$ cat src/hw/rtl/rsch_pkg.sv
// Package for the ray-sphere closest-hit block: shared types and constants.
// No dependencies; the front end, queue, back end and top level import it.
package rsch_pkg;

  // Configuration register indexes.
  localparam logic [1:0] CFG_ORIGIN_X = 2'd0;
  localparam logic [1:0] CFG_ORIGIN_Y = 2'd1;
  localparam logic [1:0] CFG_ORIGIN_Z = 2'd2;

  // Largest reportable distance, unsigned Q15.16.
  localparam logic [30:0] DIST_MAX = 31'h7FFF_FFFF;

  // Multiplier steps of the back end: dot product, L.L, radius^2, tca^2.
  localparam logic [3:0] STEP_LAST = 4'd10;
  // Number of root bits minus one.
  localparam logic [5:0] SQRT_LAST = 6'd51;

  // Word held in the queue between front and back end.
  typedef struct packed {
    logic signed [32:0] l_x;
    logic signed [32:0] l_y;
    logic signed [32:0] l_z;
    logic signed [31:0] dir_x;
    logic signed [31:0] dir_y;
    logic signed [31:0] dir_z;
    logic [30:0]        radius;
    logic [7:0]         red;
    logic [7:0]         green;
    logic [7:0]         blue;
    logic [9:0]         sphere_id;
    logic               last_sphere;
  } item_t;

  typedef enum logic [2:0] {
    ST_IDLE,
    ST_MUL,
    ST_CHECK,
    ST_SQRT,
    ST_UPDATE,
    ST_FINISH
  } back_state_e;

endpackage

$ cat src/hw/rtl/rsch_queue.sv
// Small queue between front and back end.
// Depends on rsch_pkg for the word type.
module rsch_queue
  import rsch_pkg::*;
#(
  parameter int Depth = 2
) (
  input  logic  clk_i,
  input  logic  rst_ni,
  input  logic  push_i,
  input  item_t item_i,
  input  logic  pop_i,
  output logic  full_o,
  output logic  avail_o,
  output item_t head_o
);

  localparam int PtrW = (Depth > 1) ? $clog2(Depth) : 1;
  localparam int CntW = $clog2(Depth + 1);

  item_t            mem_q [Depth];
  logic [PtrW-1:0]  wr_ptr_q, rd_ptr_q;
  logic [CntW-1:0]  cnt_q;

  assign full_o  = (cnt_q == CntW'(Depth));
  assign avail_o = (cnt_q != '0);
  assign head_o  = mem_q[rd_ptr_q];

  // Storage.
  always_ff @(posedge clk_i) begin
    if (push_i) begin
      mem_q[wr_ptr_q] <= item_i;
    end
  end

  // Pointers and fill count.
  always_ff @(posedge clk_i or negedge rst_ni) begin
    if (!rst_ni) begin
      wr_ptr_q <= '0;
      rd_ptr_q <= '0;
      cnt_q    <= '0;
    end else begin
      if (push_i) begin
        wr_ptr_q <= (wr_ptr_q == PtrW'(Depth - 1)) ? '0 : wr_ptr_q + 1'b1;
      end
      if (pop_i) begin
        rd_ptr_q <= (rd_ptr_q == PtrW'(Depth - 1)) ? '0 : rd_ptr_q + 1'b1;
      end
      if (push_i && !pop_i) begin
        cnt_q <= cnt_q + 1'b1;
      end else if (pop_i && !push_i) begin
        cnt_q <= cnt_q - 1'b1;
      end
    end
  end

endmodule

$ cat config.mk
export PLATFORM = sky130hd
export DESIGN_NAME = rsch_queue
export DESIGN_NICKNAME = d
export VERILOG_FILES = /design/src/hw/rtl/rsch_pkg.sv /design/src/hw/rtl/rsch_queue.sv
export SDC_FILE = /design/constraint.sdc
export NUM_CORES = 1
export LEC_CHECK = 0
export ABC_CLOCK_PERIOD_IN_PS = 36100
export BUFFER_PORTS_ARGS = -buffer_cell sky130_fd_sc_hd__buf_2
export CAP_MARGIN = 10
export CORE_MARGIN = 10
export CORE_UTILIZATION = 57
export CTS_CLUSTER_DIAMETER = 150
export DETAILED_ROUTE_END_ITERATION = 12
export MAX_ROUTING_LAYER = met4
export PLACE_DENSITY = 0.86
export SYNTH_ARGS = -nofsm -noshare
export SYNTH_HDL_FRONTEND = slang
export SYNTH_SLANG_ARGS = --single-unit
$ cat constraint.sdc
create_clock -name clk_i -period 36.1 [get_ports clk_i]
set_input_delay 9.025 -clock clk_i [delete_from_list [all_inputs] [get_ports clk_i]]
set_output_delay 9.025 -clock clk_i [all_outputs]
set_load 0.005 [all_outputs]
### After elaboration in Yosys (flattened, before gate mapping)

Memories as Yosys holds them, arrays and structs flattened.
Cells that the tools add are included.

| storage, ports and cells | value |
|---|---|
| register bits after elaboration | 4 |
| bits in writable memories | 522 |
| word-level logic and storage cells | 21 |
| memories | 1 |

| operators by class | value |
|---|---|
| add/sub/neg operators | 4 |
| eq/ne operators | 1 |
| multiplexer cells | 6 |
| reductions and logical operators | 6 |

Memories:

| name | words | bits a word | read ports | clocked after Yosys merged registers in | write ports | RTL line | source |
|---|---|---|---|---|---|---|---|
| mem_q | 2 | 261 | 1 | 0 | 1 | rsch_queue.sv:21 | `item_t mem_q [Depth];` |

Operator list:

| kind | number |
|---|---|
| 2-to-1 mux 1 bit | 4 |
| 2-to-1 mux 2 bit | 2 |
| nonzero test 2 bit | 2 |
| adder 1 bit, second input constant | 2 |
| adder 2 x 1 -> 2 bit, second input constant | 1 |
| == test 2 bit, second input constant | 1 |
| logical AND 1 bit | 2 |
| logical NOT 1 bit | 2 |
| subtractor 2 x 1 -> 2 bit, second input constant | 1 |

### Longest topological paths before layout

| logic depth | value |
|---|---|
| depth after elaboration | 4 |
| gate-level depth with buffers | 5 |
| depth with buffers taken out | 5 |

### Least setup slack after synthesis

Ideal clock, no wire load.

| timing path | value |
|---|---|
| path type | in2reg |
| start | input push_i |
| end | memory mem_q[0][0] (netlist name), enable pin |
| setup time | 0.919 ns |
| arrival | 20.254 ns |
| required time | 35.181 ns |
| path slack | 14.927 ns |
| stages on the path | 1 |
| buffers on the path | 0 |
| path through | nor2b_1 |

| on the way | value |
|---|---|
| longest elaborated chain between the ends | 2 |

RTL lines:

| what | RTL line | source |
|---|---|---|
| start: declaration | rsch_queue.sv:10 | `input logic push_i,` |
| 2-to-1 mux 1 bit | rsch_queue.sv:31 | `if (push_i) begin` |
| 2-to-1 mux 1 bit (implied by the code) | rsch_queue.sv:32 | `mem_q[wr_ptr_q] <= item_i;` |
| end: declaration | rsch_queue.sv:21 |  |

Every way passes these cells.

==> impl_results.md <==
- Sw Share: 0.2750
- Critical path's largest stage delay: just over 1 ns
- Area of the die: about 43000 µm²
- Placed insts: 1790
- Syn Std Cell Area: a little under 20000 µm²
- Rel. slew slack: 0.2407
- Post-synthesis sequential area ratio: 0.7985
- Initial Util: 0.5747
- Port Buffers: approximately 530
- Final number of setup-violating endpoints: 0
- Synth top area cells: edfxtp_1 (79%), mux2_4 (14%), mux2_2 (4.6%), buf_6 (1.2%), dfrtp_1 (0.51%)
- # IOs: 528
- Design area: between 20000 and 25000 µm²
- Placed Area: approximately 23000 µm²
- Peak VDD IR: 0.07535 mV
- Vias: 10010
- DRC Markers: 0
- Sw Pwr: 0.5249 mW
- Final ANT Viol Nets: 0
- Vias in the first global route: 10880
- Internal power: 1.384 mW
- Final worst slack: roughly 24 ns
- Static Leak: 9.698 nW
- Commonest cells post-synth: edfxtp_1 (522), mux2_4 (180), mux2_2 (81)
- Die Ht: 206.2 µm
- Fin Clk Skew: 0.01205 ns
- Yosys reg bits: approximately 530
- Post-CTS Hold Buffers: 0
- Post-DR vias/cell: 5.254
- WHS: just over 0.5 ns
- Post-DP HPWL: 32730 µm
- Cell Count, Final, Fillers Out: 1906
- Area Growth Syn to Fin: 23.54%
- Worst Path Arrival: 3.23 ns
- Placer congestion estimate: 0.7982
- Worst Max-Slew Pin Slew: 1.139 ns
- Root buf cell: clkbuf_16
- CTS buffer count: 50
- Worst skew pair latency: 0.55 ns
- Detailed Routing Iterations Pass 1: 5
- Most frequent cell after synthesis: edfxtp_1
- Number of post-CTS setup repair buffers: 0
- Outcome: completed
- Hold Crit Class: register to register
- Syn nets: between 1000 and 1500
- Core area: 34370 µm²
- Fillers: about 2100
- Period minus WS final: roughly 12 ns
- Die Wd: 206.2 µm
- DR iter-0 viols: 631
- Synth async-reset ratio: 0.007605
- EDFF count, synth: 522
- CP Launch Type: register
- Crit share post-route: 0.3395
- Pre-CTS WS: 24.20 ns
- DR WL/cell: 24.47 µm
- Yosys warning total: 0
- Final Max Slew Viols: 0
- Antenna violations before repair: 17
- Total gr overflow: 0
- Crit path cell chain: buf_4, mux2_2, buf_2
- WS Path Type: register to output port
- Final wirelength: ~47000 µm
- H-tree depth: 2
- Gate Count Post-Synth: about 830
- Logic gate share of total power: 0.293
- First-pass GRT wire length: around 67000 µm
- Num rows: slightly below 70
- Max-Cap Viols: 0
- CTS clk-pin slew, worst paths: about 0.060 ns
- Clock share of power: 0.258
- Largest net degree at the start of global routing: approximately 140
- Worst path slowest cell: dfrtp_4
- CTS sink count: roughly 530
- Top achievable clock speed: 0.08160 GHz
- Delay-heaviest family, CP: buffers and inverters
- Synth area leader: edfxtp_1
- Final net count: 1653
- Pwr Density: 78.22 nW/µm²
- All-Layer GR Usage: 0.2168
- Final hold viol count: 0
- Post-CTS sizing: 0
- Crit path max fanout: 65
- Top_reg_cell synth: edfxtp_1
- Reg power frac: 0.449
- Top cell type's share of synthesized area: 0.7935
- Maximum buffer depth of the clock tree: 3
- Unique cell type count in the Yosys netlist: 14
- Critical path endpoint category: output port
- Average size of a mapped cell: ~24 µm²
- CTS tree: built
- Layout cells sized above 1: 0.6127
- RSZ-0062 raised after global routing: no
- WP data required: 27.07 ns
- Buf+Inv Stages, Crit Path: 2
- Setup TNS Final: 0 ns
==> through the flow <==
stage / total power, mW / utilization
after floorplan: 1.252 / -
after global placement: 1.411 / 0.6627
after detailed placement: 1.429 / 0.6627
after CTS: 1.927 / 0.7084
after global routing: 1.987 / 0.7096
final: 1.909 / 0.7100
==> layout by cell type, fill, tap and decap left out <==
cell        netlist  final
nor2b_1           2      1
clkinv_1          0     10
nor2_1            1      1
diode_2           0     23
mux2_4          180    180
clkbuf_1          0      9
clkbuf_8          0      4
dfrtp_4           0      1
xnor2_1           1      1
inv_6             0      1
nor2b_4           0      1
clkbuf_16         0     53
edfxtp_1        522    522
and2_4            0      1
ha_1              1      1
inv_1             1      1
clkinvlp_4        0      1
clkinv_2          0     14
dfrtp_1           4      3
buf_4             0      8
mux2_2           81     81
or2_2             1      1
buf_12            0      1
buf_2             8    527
xor2_1            4      4
bufinv_16         0      1
==> power groups by stage <==
stage / logic [mW] / clock network (mW) / registers (mW)
3_3_place_gp: 0.552 / 0 / 0.859
4_1_cts: 0.567 / 0.502 / 0.858
2_1_floorplan: 0.363 / 0 / 0.888
6_report: 0.559 / 0.493 / 0.857
5_1_grt: 0.592 / 0.527 / 0.868
3_5_place_dp: 0.561 / 0 / 0.869
==> cell type report <==
| cell class | count | area [µm²] | area share |
|---|---|---|---|
| Antenna cell | 23 | 57.56 | 0.002358 |
| Clock buffer | 66 | 1415 | 0.05798 |
| Inverter | 1 | 3.754 | 0.0001538 |
| Timing Repair Buffer | 536 | 2718 | 0.1114 |
| Clock inverter | 27 | 153.9 | 0.006306 |
| Multi-Input combinational cell | 272 | 3710 | 0.1520 |
| Sequential cell | 526 | 15780 | 0.6465 |
| Tap cell | 455 | 569.3 | 0.02333 |
==> layer usage <==
metal	vias up	track usage	wire length, µm
met4	0	0.08131	1226
met1	5032	0.2306	16000
li1	4467	-	-
met2	436	0.3791	25300
met5	-	-	0
met3	79	0.06003	4118
==> path summary, 6_finish.rpt <==
kind,startpoint,end,slack [ns],depth (start not counted)
max,rd_ptr_q,head_o[240],23.85,3
min,cnt_q[1],cnt_q[1],0.51,1
max reg2reg,wr_ptr_q,mem_q[1][70],32.91,3
min reg2reg,cnt_q[1],cnt_q[1],0.51,1
max in group asynchronous,rst_ni,rd_ptr_q,27.69,1
min in group asynchronous,rst_ni,wr_ptr_q,8.27,1
==> cells by family after synthesis <==
logic type	share of synthesized area
mux	0.1830
flops	0.7985
xor+xnor	0.002217
simple gates	0.001457
buf+inv	0.01419
fa+ha+maj	0.0006333
==> flip-flops by register name (all words and copies together), names as in the netlist <==
signal / count
mem_q: 522
rd_ptr_q: 1
wr_ptr_q: 1
cnt_q: 2
Note: power is estimated with default switching activity, not from simulation.
