File: src/hw/rtl/rsch_pkg.sv
// Package for the ray-sphere closest-hit block: shared types and constants.
// No dependencies; the front end, queue, back end and top level import it.
package rsch_pkg;

  // Configuration register indexes.
  localparam logic [1:0] CFG_ORIGIN_X = 2'd0;
  localparam logic [1:0] CFG_ORIGIN_Y = 2'd1;
  localparam logic [1:0] CFG_ORIGIN_Z = 2'd2;

  // Largest reportable distance, unsigned Q15.16.
  localparam logic [30:0] DIST_MAX = 31'h7FFF_FFFF;

  // Multiplier steps of the back end: dot product, L.L, radius^2, tca^2.
  localparam logic [3:0] STEP_LAST = 4'd10;
  // Number of root bits minus one.
  localparam logic [5:0] SQRT_LAST = 6'd51;

  // Word held in the queue between front and back end.
  typedef struct packed {
    logic signed [32:0] l_x;
    logic signed [32:0] l_y;
    logic signed [32:0] l_z;
    logic signed [31:0] dir_x;
    logic signed [31:0] dir_y;
    logic signed [31:0] dir_z;
    logic [30:0]        radius;
    logic [7:0]         red;
    logic [7:0]         green;
    logic [7:0]         blue;
    logic [9:0]         sphere_id;
    logic               last_sphere;
  } item_t;

  typedef enum logic [2:0] {
    ST_IDLE,
    ST_MUL,
    ST_CHECK,
    ST_SQRT,
    ST_UPDATE,
    ST_FINISH
  } back_state_e;

endpackage

File: src/hw/rtl/rsch_if.sv
// Channel interfaces of the ray-sphere closest-hit block.
// Depends on nothing; used by the top level, the front end and the back end.
interface rsch_in_if;
  logic               valid;
  logic               ready;
  logic signed [31:0] dir_x;
  logic signed [31:0] dir_y;
  logic signed [31:0] dir_z;
  logic signed [31:0] center_x;
  logic signed [31:0] center_y;
  logic signed [31:0] center_z;
  logic [30:0]        radius;
  logic [7:0]         red;
  logic [7:0]         green;
  logic [7:0]         blue;
  logic [9:0]         sphere_id;
  logic               last_sphere;
  modport source (output valid, dir_x, dir_y, dir_z, center_x, center_y, center_z,
                  radius, red, green, blue, sphere_id, last_sphere, input ready);
  modport sink (input valid, dir_x, dir_y, dir_z, center_x, center_y, center_z,
                radius, red, green, blue, sphere_id, last_sphere, output ready);
endinterface


interface rsch_cfg_if;
  logic        valid;
  logic        ready;
  logic [1:0]  index;
  logic [31:0] data;
  modport source (output valid, index, data, input ready);
  modport sink (input valid, index, data, output ready);
endinterface

File: src/hw/rtl/rsch_front.sv
// Front end: holds the ray origin and forms L = center - origin per word.
// Depends on rsch_pkg and the channel interfaces.
module rsch_front
  import rsch_pkg::*;
(
  input  logic       clk_i,
  input  logic       rst_ni,
  rsch_in_if.sink    in_i,
  rsch_cfg_if.sink   cfg_i,
  input  logic       q_full_i,
  output logic       push_o,
  output item_t      item_o
);

  logic signed [31:0] org_x_q, org_y_q, org_z_q;

  // Origin registers; writes are always taken.
  assign cfg_i.ready = 1'b1;

  always_ff @(posedge clk_i or negedge rst_ni) begin
    if (!rst_ni) begin
      org_x_q <= '0;
      org_y_q <= '0;
      org_z_q <= '0;
    end else if (cfg_i.valid) begin
      unique case (cfg_i.index)
        CFG_ORIGIN_X: org_x_q <= cfg_i.data;
        CFG_ORIGIN_Y: org_y_q <= cfg_i.data;
        CFG_ORIGIN_Z: org_z_q <= cfg_i.data;
        default: ;
      endcase
    end
  end

  // A word is taken whenever the queue has room.
  assign in_i.ready = !q_full_i;
  assign push_o     = in_i.valid && !q_full_i;

  // Offset from origin to center, kept exact in 33 bits.
  always_comb begin
    item_o.l_x         = 33'(in_i.center_x) - 33'(org_x_q);
    item_o.l_y         = 33'(in_i.center_y) - 33'(org_y_q);
    item_o.l_z         = 33'(in_i.center_z) - 33'(org_z_q);
    item_o.dir_x       = in_i.dir_x;
    item_o.dir_y       = in_i.dir_y;
    item_o.dir_z       = in_i.dir_z;
    item_o.radius      = in_i.radius;
    item_o.red         = in_i.red;
    item_o.green       = in_i.green;
    item_o.blue        = in_i.blue;
    item_o.sphere_id   = in_i.sphere_id;
    item_o.last_sphere = in_i.last_sphere;
  end

endmodule

File: src/flat_wrapper.sv
// flat-port wrapper written by rule: the top's interface ports become plain ports
module rsch_front_flat import rsch_pkg::*;
  (clk_i, rst_ni, q_full_i, push_o, item_o, in_i_valid, in_i_dir_x, in_i_dir_y, in_i_dir_z, in_i_center_x, in_i_center_y, in_i_center_z, in_i_radius, in_i_red, in_i_green, in_i_blue, in_i_sphere_id, in_i_last_sphere, in_i_ready, cfg_i_valid, cfg_i_index, cfg_i_data, cfg_i_ready);
  rsch_in_if in_i_i ();
  rsch_cfg_if cfg_i_i ();
  input  logic clk_i;
  input  logic rst_ni;
  input  logic q_full_i;
  output logic push_o;
  output item_t item_o;
  input wire logic [$bits(in_i_i.valid)-1:0] in_i_valid;
  input wire logic [$bits(in_i_i.dir_x)-1:0] in_i_dir_x;
  input wire logic [$bits(in_i_i.dir_y)-1:0] in_i_dir_y;
  input wire logic [$bits(in_i_i.dir_z)-1:0] in_i_dir_z;
  input wire logic [$bits(in_i_i.center_x)-1:0] in_i_center_x;
  input wire logic [$bits(in_i_i.center_y)-1:0] in_i_center_y;
  input wire logic [$bits(in_i_i.center_z)-1:0] in_i_center_z;
  input wire logic [$bits(in_i_i.radius)-1:0] in_i_radius;
  input wire logic [$bits(in_i_i.red)-1:0] in_i_red;
  input wire logic [$bits(in_i_i.green)-1:0] in_i_green;
  input wire logic [$bits(in_i_i.blue)-1:0] in_i_blue;
  input wire logic [$bits(in_i_i.sphere_id)-1:0] in_i_sphere_id;
  input wire logic [$bits(in_i_i.last_sphere)-1:0] in_i_last_sphere;
  output wire logic [$bits(in_i_i.ready)-1:0] in_i_ready;
  input wire logic [$bits(cfg_i_i.valid)-1:0] cfg_i_valid;
  input wire logic [$bits(cfg_i_i.index)-1:0] cfg_i_index;
  input wire logic [$bits(cfg_i_i.data)-1:0] cfg_i_data;
  output wire logic [$bits(cfg_i_i.ready)-1:0] cfg_i_ready;
  assign in_i_i.valid = in_i_valid;
  assign in_i_i.dir_x = in_i_dir_x;
  assign in_i_i.dir_y = in_i_dir_y;
  assign in_i_i.dir_z = in_i_dir_z;
  assign in_i_i.center_x = in_i_center_x;
  assign in_i_i.center_y = in_i_center_y;
  assign in_i_i.center_z = in_i_center_z;
  assign in_i_i.radius = in_i_radius;
  assign in_i_i.red = in_i_red;
  assign in_i_i.green = in_i_green;
  assign in_i_i.blue = in_i_blue;
  assign in_i_i.sphere_id = in_i_sphere_id;
  assign in_i_i.last_sphere = in_i_last_sphere;
  assign in_i_ready = in_i_i.ready;
  assign cfg_i_i.valid = cfg_i_valid;
  assign cfg_i_i.index = cfg_i_index;
  assign cfg_i_i.data = cfg_i_data;
  assign cfg_i_ready = cfg_i_i.ready;
  rsch_front u_core (.clk_i(clk_i), .rst_ni(rst_ni), .in_i(in_i_i), .cfg_i(cfg_i_i), .q_full_i(q_full_i), .push_o(push_o), .item_o(item_o));
endmodule
File: config.mk
export PLATFORM = sky130hd
export DESIGN_NAME = rsch_front_flat
export DESIGN_NICKNAME = d
export VERILOG_FILES = /design/src/hw/rtl/rsch_pkg.sv /design/src/hw/rtl/rsch_if.sv /design/src/hw/rtl/rsch_front.sv /design/src/flat_wrapper.sv
export SDC_FILE = /design/constraint.sdc
export NUM_CORES = 1
export LEC_CHECK = 0
export ABC_CLOCK_PERIOD_IN_PS = 9500
export CAP_MARGIN = 10
export CORE_AREA = 2 2 216 218
export DETAILED_ROUTE_END_ITERATION = 10
export DIE_AREA = 0 0 218 220
export DONT_BUFFER_PORTS = 1
export MAX_ROUTING_LAYER = met4
export PLACE_DENSITY = 0.45
export SKIP_LAST_GASP = 1
export SLEW_MARGIN = 20
export SYNTH_ARGS = -nofsm -noshare
export SYNTH_HDL_FRONTEND = slang
export SYNTH_SLANG_ARGS = --single-unit
File: constraint.sdc
create_clock -name clk_i -period 9.5 [get_ports clk_i]
set_clock_uncertainty 0.05 [all_clocks]
set_input_delay 2.375 -clock clk_i [delete_from_list [all_inputs] [get_ports clk_i]]
set_output_delay 2.375 -clock clk_i [all_outputs]
set_load 0.02 [all_outputs]
---- Word-level counts from Yosys, hierarchy flattened ----
Cells that the tools add are included.
W data, S select, Z words.
word-level totals
  logic and storage cells ................. 14
  bits in registers ....................... 96
cells by class
  add/sub/neg operators ................... 3
  reductions and logical operators ........ 6
  equality and inequality tests ........... 2
operators by type and width
  kind                  count
  $sub A32 B32 Y33      3
  $reduce_and A2 Y1     3
  $eq A2 B1 Y1 const B  1
  $eq A2 B2 Y1 const B  1
  $logic_not A2 Y1      1
  $logic_and A1 B1 Y1   1
  $logic_not A1 Y1      1

---- Logic depth before layout (Yosys ltp) ----
  word-level depth ........................ 2
  depth in mapped cells ................... 10
  gate-level depth less buffers ........... 10

---- Worst setup path before layout ----
Ideal clock, no wire load.
  path kind ............................... input port to output port
  start point ............................. input in_i_center_y[0]
  end point ............................... output item_o[225] (netlist bit)
  setup slack ............................. 2.459 ns
  stages .................................. 10
  data arrival time ....................... 4.616 ns
  path buffers ............................ 0
  data required time ...................... 7.075 ns
  cell sequence ........................... inv_1 -> ha_1 -> fa_1 -> nor2b_1 -> o2111ai_1 -> a31oi_1 -> o31ai_4 -> o31a_1 -> o22a_1 -> o211ai_1
RTL lines
  what         RTL line            source
  from (decl)  flat_wrapper.sv:16  input wire logic [$bits(in_i_i.center_y)-1:0] in_i_center_y;
  to (decl)    flat_wrapper.sv:10  output item_t item_o;

==> flow_summary.yaml <==
yosys:
  ys.flop_type: "dfrtp_1"
  netlist.area_leader.share_pct: 22.79
  synth_cells: 1305
  synth_edf_count: 0
  synthTopCellsByArea: "dfrtp_1 (23%), buf_4 (12%), ha_1 (11%)"
  ys_async_sr_fraction_pct: 100.0
  synth.distinct_cells: 69
  yosys_register_bits: 96
  syn_area_mm2: 0.01054
  synth_nets: 1701
  seq_area_frac_synth_pct: 22.79
  yosys.area.top_type: "dfrtp_1"
  yosysWarnings: 0
  synth.avg_cell_area_um2: 8.078
worst_hold_path:
  min_from: "u_core.org_y_q[12]"
  hold_class: "register to register"
die:
  die_area_mm2: 0.04796
  fp.coreArea_mm2: 0.04586
  io_pins: 561
  rows: 79
  die_h_um: 220
  die_w_um: 218
  start_util_pct: 22.98
clocking:
  insertion_delay_ns: 0.37
  cts.clk_slew.worst_paths_ns: 0.07
  cts_made_buffers: 9
  clock_sinks: 96
  cts_hold_buf: 0
  ctsHtreeMaxLevel: 3
  clock_path_buffers: 2
  cts_setup_buffers: 0
  cts_tree: "done"
  root_buffer: "clkbuf_16"
  cts_resized: 0
sta:
  clock.fmax_mhz: 132.6
  drv_slew: 0
  finalSetupViolations: 0
  fin_crit_sh_pct: 79.40
  hold_viol_final: 0
  period_minus_slack_ns: 7.543
  rsz0062_at_grt: "false"
  worst_hold_slack_ns: 0.4564
  setup_tns_ns: 0
  worstMarginPinSlew_ns: 0.9381
  maxSlewHeadroom_pct: 36.80
cells_and_area:
  drive_gt1_share_pct: 8.800
  area_growth_pct: -2.742
  fin_nets: 1516
  utilization_pct: 22.35
  final_cells: 1733
  final_area_mm2: 0.01025
placed_design:
  post-dp-hpwl_mm: 36.86
  place_congestion: 0.8880
  dpl-instance-area_mm2: 0.009955
  portBuffers: 0
  dp_cells: 1716
grt:
  antenna_found_initial: 2
  grt_usage_pct: 17.56
  grt_pass1_wl_mm: 58.68
  grt_start_max_net_pins: 97
  grt_pass1_vias: 8378
  grt_overflow: 0
drt:
  drtIter0Drc: 418
  via_per_inst: 4.761
  wl_per_cell_um: 24.51
  finalWirelength_mm: 42.48
  drtAntennaViolNets: 0
  dr_total_vias: 8251
  drt_pre_antenna_iters: 4
  drc_errors: 0
power_and_ir_drop:
  power_density_mw_per_mm2: 223.6
  vdd_drop_max_v: 0.00007665
  cellLeakagePower_nw: 4.637
setup_path:
  crit_path_end_kind: "output pin"
  cp-startpoint: "in_i_center_y[10]"
  reg2reg_from: "u_core.org_z_q[1]"
  required_ns: 7.08
  cp_max_fo: 8
  cp.arrival_ns: 5.12
  path_class: "primary input to output pin"
  crit_path_start_kind: "primary input"
status:
  status: "finished, final reports clean"
flow_run:
  maxCapViolCount: 0
per-layer routing:
| layer | GRT usage (%) | wire, µm | vias up |
|---|---|---|---|
| li1 | - | - | 3995 |
| met1 | 17.02 | 15060 | 3822 |
| met2 | 29.68 | 20870 | 339 |
| met3 | 8.420 | 4749 | 95 |
| met4 | 8.027 | 1797 | 0 |
| met5 | - | 0 | - |
critical path: stages:
cell	delay, ns
ha_1	0.42
nand2_1	0.08
o21ai_0	0.31
a211oi_1	0.13
o21ai_0	0.76
a21boi_0	0.30
o21ai_0	0.28
xor2_1	0.47
state kept, by name, indices dropped and copies added (netlist names):
name / cells
u_core.org_x_q: 32
u_core.org_y_q: 32
u_core.org_z_q: 32
metrics by stage:
step	setup WS, ns	power (W)
after global routing	1.773	0.002463
after global placement	1.942	0.001930
after CTS	1.959	0.002329
final	1.957	0.002293
after detailed placement	1.967	0.001929
after floorplan	2.459	0.001716
synthesized netlist by cell type (8+ instances only):
cell type,count
clkbuf_1,30
nand3_1,27
xor2_1,25
nand2b_1,12
a21o_1,41
or3_1,9
nor3_1,8
nor2b_1,12
a211o_1,8
xnor2_1,56
nand2_1,105
o21ai_0,79
nor2_1,62
o21a_1,10
ha_1,96
o211ai_1,8
mux2_2,67
dfrtp_1,96
buf_4,163
a211oi_1,9
a31oi_1,17
o21bai_1,10
a21oi_1,102
inv_1,138
nand4_1,11
cells in the final DEF (no fill, tap or decap), drive strengths merged, types with 11 or more instances in the layout:
cell type	synthesis	layout
inv	138	143
nand2	105	105
a21oi	102	102
ha	96	96
dfrtp	96	96
o21ai	81	81
mux2	67	67
nor2	62	62
xnor2	56	56
a21o	41	41
nand3	27	27
xor2	25	25
a31oi	17	17
nor2b	12	12
nand2b	12	12
nand4	11	11
final timing paths:
| path | end | slack (ns) | cells past startpoint |
|---|---|---|---|
| max | item_o[220] | 1.96 | 8 |
| min | u_core.org_y_q[12] | 0.46 | 1 |
| max reg2reg | u_core.org_z_q[1] | 8.60 | 1 |
| min in group asynchronous | u_core.org_z_q[0] | 1.64 | 0 |
| max in group asynchronous | u_core.org_z_q[21] | 7.58 | 0 |
| min reg2reg | u_core.org_y_q[12] | 0.46 | 1 |
logic make-up after synthesis:
| logic type | Yosys count | share of synthesized area, % |
|---|---|---|
| AOI/OAI and AO/OA | 333 | 19.96 |
| xor gates and xnor gates | 81 | 6.730 |
| adders and majority gates | 99 | 11.96 |
| buffers and inverters | 338 | 18.02 |
| DFF | 96 | 22.79 |
| muxes | 71 | 7.537 |
| other | 1 | 0.03557 |
| and+or+nand+nor | 286 | 12.96 |
cell type report:
class,instances,area [µm²]
fillers,5156,35610
well taps,607,759.5
inverters,138,518.0
diodes,1,2.502
clock inverters,7,70.07
clock buffers,9,225.2
flip-flops and latches,96,2402
multi-input cells,871,6245
repair buffers,4,30.03
power breakdown:
part	internal [W]	total (W)	switching, W
clock	0.000186	0.000378	0.000192
combinational	0.000439	0.00139	0.000954
sequential	0.000483	0.000521	0.0000385
(Power assumes the default switching activity.)
